**src/design/spc_pkg.sv**
```systemverilog
package spc_pkg;
    typedef enum logic [2:0] {
        OC_HIT     = 3'd0,
        OC_INSIDE  = 3'd1,
        OC_OWN     = 3'd2,
        OC_BOX     = 3'd3,
        OC_RECEDE  = 3'd4,
        OC_NO_ROOT = 3'd5
    } outcome_t;

    localparam int VEL_W    = 16;
    localparam int ID_W     = 16;
    localparam int RAD_W    = 16;
    localparam int OUT_T_W  = 18;
    localparam int REL_W    = 18;  // |rx|,|ry| < 2^17 past the box test
    localparam int RV_W     = 37;  // signed r.v
    localparam int C_W      = 37;  // signed c
    localparam int V2_W     = 35;  // unsigned |v|^2
    localparam int DISC_W   = 74;  // rv^2, v2*c
    localparam int SQRT_W   = 37;

    // Control fields that ride the pipeline next to the numbers.
    typedef struct packed {
        logic     valid;
        logic     done;     // outcome already decided
        outcome_t code;
    } ctl_t;
endpackage

```
**src/design/spc_div.sv**
```systemverilog
// Range check and pipelined restoring divide, one quotient bit per stage.
module spc_div
    import spc_pkg::*;
#(
    parameter int TIME_FRAC_BITS = 16
) (
    input  logic              clk,
    input  logic              rst_n,
    input  ctl_t              ctl_in,
    input  logic [SQRT_W-1:0] root,
    input  logic [SQRT_W-1:0] nrv,
    input  logic [V2_W-1:0]   v2_in,
    output logic              out_valid,
    output logic [OUT_T_W-1:0] out_time,
    output outcome_t          out_code
);
    localparam int NB = TIME_FRAC_BITS + 1;  // quotient bits, q <= v2
    localparam int RW = V2_W + 1;

    ctl_t            c0_ctl_reg, c0_ctl_next;
    logic [V2_W-1:0] q0_reg, v20_reg;
    ctl_t            ctl_reg [NB+1];
    logic [RW-1:0]   rem_reg [NB+1];
    logic [NB-1:0]   quo_reg [NB+1];
    logic [V2_W-1:0] dv_reg  [NB+1];
    logic [SQRT_W-1:0] qv;

    assign qv = nrv - root;

    always_comb
    begin
        c0_ctl_next = ctl_in;
        if (!ctl_in.done && V2_W'(qv) > v2_in)
        begin
            c0_ctl_next.done = 1'b1;
            c0_ctl_next.code = OC_NO_ROOT;
        end
    end

    always_ff @(posedge clk or negedge rst_n)
    begin
        if (!rst_n)
            c0_ctl_reg <= '0;
        else
            c0_ctl_reg <= c0_ctl_next;
    end

    always_ff @(posedge clk)
    begin
        q0_reg  <= V2_W'(qv);
        v20_reg <= v2_in;
    end

    // q <= v2, so q*2^F / v2 fits NB bits; first remainder is q itself
    always_comb
    begin
        ctl_reg[0] = c0_ctl_reg;
        rem_reg[0] = RW'(q0_reg);
        quo_reg[0] = '0;
        dv_reg[0]  = v20_reg;
    end

    for (genvar i = 0; i < NB; i++)
    begin : g_step
        logic [RW-1:0] trial;
        assign trial = rem_reg[i] - RW'(dv_reg[i]);
        always_ff @(posedge clk or negedge rst_n)
        begin
            if (!rst_n)
                ctl_reg[i+1] <= '0;
            else
                ctl_reg[i+1] <= ctl_reg[i];
        end
        always_ff @(posedge clk)
        begin
            dv_reg[i+1] <= dv_reg[i];
            if (!trial[RW-1])
            begin
                rem_reg[i+1] <= RW'(trial << 1);
                quo_reg[i+1] <= {quo_reg[i][NB-2:0], 1'b1};
            end
            else
            begin
                rem_reg[i+1] <= RW'(rem_reg[i] << 1);
                quo_reg[i+1] <= {quo_reg[i][NB-2:0], 1'b0};
            end
        end
    end

    always_comb
    begin
        out_valid = ctl_reg[NB].valid;
        if (!ctl_reg[NB].done)
        begin
            out_code = OC_HIT;
            out_time = OUT_T_W'(quo_reg[NB]);
        end
        else
        begin
            out_code = ctl_reg[NB].code;
            if (ctl_reg[NB].code == OC_INSIDE)
                out_time = '0;
            else
                out_time = OUT_T_W'(2) << TIME_FRAC_BITS;
        end
    end
endmodule

```
**config.mk**
```make
export PLATFORM = sky130hd
export DESIGN_NAME = spc_div
export DESIGN_NICKNAME = d
export VERILOG_FILES = /design/src/design/spc_pkg.sv /design/src/design/spc_div.sv
export SDC_FILE = /design/constraint.sdc
export NUM_CORES = 2
export LEC_CHECK = 0
export BUFFER_PORTS_ARGS = -buffer_cell sky130_fd_sc_hd__buf_2
export CAP_MARGIN = 15
export CORE_ASPECT_RATIO = 0.75
export CORE_MARGIN = 4
export CORE_UTILIZATION = 63
export DETAILED_ROUTE_END_ITERATION = 8
export PLACE_DENSITY = 0.8
export SYNTH_ARGS = -nofsm -noshare
export SYNTH_HDL_FRONTEND = slang
export SYNTH_SLANG_ARGS = --single-unit
```
**constraint.sdc**
```tcl
create_clock -name clk -period 4.1 [get_ports clk]
set_input_delay 0.615 -clock clk [delete_from_list [all_inputs] [get_ports clk]]
set_output_delay 0.615 -clock clk [all_outputs]
set_load 0.01 [all_outputs]
```
==> impl_metrics.env <==
export IMPL_status="finished, final reports clean"
export IMPL_grt_pass1_vias=50323
export IMPL_clk_pin_slew_ns=0.07
export IMPL_synth_cell_types=92
export IMPL_min_path_type="primary input to async pin"
export IMPL_cts_inserted_buffers=138
export IMPL_clock_path_buffers=3
export IMPL_synth_edf_count=0
export IMPL_critical_path_class="flop to flop"
export IMPL_htreeDepth=4
export IMPL_synthSimpleGateAreaFrac=0.0966
export IMPL_fin_crit_ns=4.01
export IMPL_drc=0
export IMPL_cts_tree="yes"
export IMPL_start_kind="flop"
export IMPL_hold_viol=0
export IMPL_die_area_um2=114000
export IMPL_hpwlAfterDp_mm=119
export IMPL_grt_max_degree=91
export IMPL_vias=51828
export IMPL_vdd_drop_max_v=0.000554
export IMPL_portBuffers=133
export IMPL_drive_gt1_frac=0.133
export IMPL_synth_xor_area_share=0.0661
export IMPL_start_util=0.636
export IMPL_synth_ff_type="dfxtp_1"
export IMPL_antenna_left=0
export IMPL_overflow=0
export IMPL_gp_congestion=0.903
export IMPL_synthesis_instances=7163
export IMPL_clock_skew_ns=0.0200
export IMPL_via_per_inst=5.69
export IMPL_setup_violations=0
export IMPL_cts_root_buffer="clkbuf_16"
export IMPL_post_route_period_util=0.979
export IMPL_yosys_warnings=0
export IMPL_synth_top_family_by_area="compound AO/OA/AOI/OAI gates"
export IMPL_rows=104
export IMPL_drt_iter0_markers=3825
export IMPL_worstPathMaxFanout=18
export IMPL_antenna_found_initial=1
export IMPL_powerDensity_nw_per_um2=953
export IMPL_async_flop_share=0.0628
export IMPL_fmax_mhz=249
export IMPL_synth_nets=7944
export IMPL_tightest_slew_ns=1.03
export IMPL_p_leak_nw=37.4
export IMPL_wirelength_mm=158
export IMPL_dp_slack_ns=-1.04
export IMPL_critPathArrivalTime_ns=4.66
export IMPL_synth_mux_area_frac=0.0560
export IMPL_fin_total_pwr_mw=74.3
export IMPL_antenna_cells=0
export IMPL_ys_seq_area_frac=0.426
export IMPL_wire_per_inst_um=17.3
export IMPL_fin_ws_ns=0.0881
export IMPL_r2r_cells=15
export IMPL_die_x_um=389
export IMPL_ys_ff_latch=1433
export IMPL_slew_violations=0
export IMPL_synth_top_area_cell="dfxtp_1"
export IMPL_fp_dieH_um=294
export IMPL_yosys_area_top_type_share=0.393
export IMPL_coreArea_um2=108000
export IMPL_insertion_delay_ns=0.77
export IMPL_synth_area_leaders="dfxtp_1, ha_1, mux2_2"
export IMPL_grtUsageTotal=0.271
export IMPL_synth_adder_area_share=0.123
export IMPL_cts_sinks=1433
export IMPL_io_pin_count=138
export IMPL_final_nets=8348
export IMPL_max_cap_violations=0
export IMPL_slew_headroom=0.311
export IMPL_first_pass_iters=6
export IMPL_netlist_area_um2=68500
export IMPL_cp_required_ns=4.75
export IMPL_end_kind="flop"
export IMPL_avgSynthCellArea_um2=9.56
export IMPL_grt_pass1_wl_mm=257
export IMPL_areaGrowthSynthToFinish_pct=13.8
export IMPL_synth_compound_area_share=0.180
per-stage QoR:
stage / util / cells / TNS [ns] / hold slack [ns] / instance area (um^2)
final: 0.724 / 9106 / 0 / 0.0374 / 77900
after global routing: 0.724 / 9106 / -1.11 / 0.0477 / 77900
after CTS: 0.721 / 9099 / 0 / 0.00849 / 77600
after detailed placement: 0.672 / 8802 / -3.78 / 0.312 / 72400
after global placement: 0.672 / 8802 / -3.73 / 0.310 / 72400
after floorplan: - / 7163 / -0.391 / 0.310 / 68500
cell usage after synthesis (15+ instances only):
master / n
dfxtp_1: 1343
nor2b_1: 125
buf_4: 15
a221oi_1: 16
a21oi_1: 536
nor2_1: 296
a211oi_1: 45
o21a_1: 103
and3_1: 45
nand2b_1: 116
ha_1: 648
inv_1: 783
dfrtp_1: 90
xnor2_1: 298
o21ai_1: 18
fa_1: 17
mux2i_1: 22
nand2_1: 430
a31oi_1: 56
mux2_2: 285
nand3_1: 103
and4_1: 21
a21o_1: 365
o21ai_0: 456
clkbuf_1: 93
nand4_1: 60
nor3_1: 63
mux2_4: 27
o211ai_1: 36
a21boi_0: 23
and2_1: 42
o31ai_1: 29
buf_2: 26
xor2_1: 200
o21bai_1: 63
final timing paths:
| check | from | to | slack [ns] |
|---|---|---|---|
| max in group asynchronous | rst_n | ctl_reg[3] | 3.34 |
| setup / recovery | dv_reg[491] | rem_reg[501] | 0.09 |
| hold / removal | rst_n | ctl_reg[2] | 0.04 |
| setup reg to reg | dv_reg[491] | rem_reg[501] | 0.09 |
| hold reg to reg | quo_reg[25] | quo_reg[9] | 0.32 |
| min in group clk | ctl_in[2] | c0_ctl_reg[2] | 0.06 |
layer usage:
layer / share of wire / global-route usage / vias to the layer above
met3: 0.068 / 0.0469 / 201
met1: 0.50 / 0.403 / 24470
met4: 0.017 / 0.0647 / 0
li1: - / - / 25629
met5: 0 / 0 / -
met2: 0.42 / 0.410 / 1528
logic make-up after synthesis:
family          Yosys count
compound gates         1930
mux                     334
simple gates           1365
flops                  1433
xor+xnor                508
buf+inv                 928
fa+ha+maj               665
cell type report:
cell class | instances | area, um^2
clock buffer | 202 | 4060
multi-input combinational | 4802 | 36200
tap | 1431 | 1790
clock inverter | 46 | 659
timing repair buffer | 408 | 3120
sequential | 1433 | 29100
inverter | 784 | 2960
fill | 7708 | 29700
power breakdown:
group          internal [mW]  switching (mW)
sequential              18.7            2.51
clock                   7.63            5.49
combinational           18.8            21.1
layout by cell type, fill, tap and decap left out, drive strengths merged, types with 116 or more instances in the layout:
cell type,count
xnor2,302
xor2,206
buf,369
inv,793
nor2,296
o21ai,475
nand2,430
ha,648
mux2,312
a21oi,537
clkbuf,204
dfxtp,1343
a21o,366
nand2b,116
nor2b,125
worst max-delay path, cell delays in order, from the launching register on:
cell and delay (ns):
dfxtp_1 0.41, inv_1 0.07, ha_1 0.26, nor2b_1 0.15, o31ai_2 0.37, a21oi_2 0.17, o311ai_4 0.34, a21o_2 0.22
a21oi_2 0.10, a221oi_4 0.36, o221ai_2 0.19, a211o_1 0.38, xor2_4 0.17, buf_12 0.15, clkbuf_16 0.22, mux2_4 0.32
repair_timing:
item | 4_1_cts | 5_1_grt
pin swaps | 14 | 29
hold endpoints to repair | 37 | 0
resized for setup | 14 | 47
cloned | 0 | 2
setup buffers | 12 | 6
endpoints found under the setup margin | 4 | 235
hold buffers | 37 | 0
Note: power is estimated with default switching activity, not from simulation.
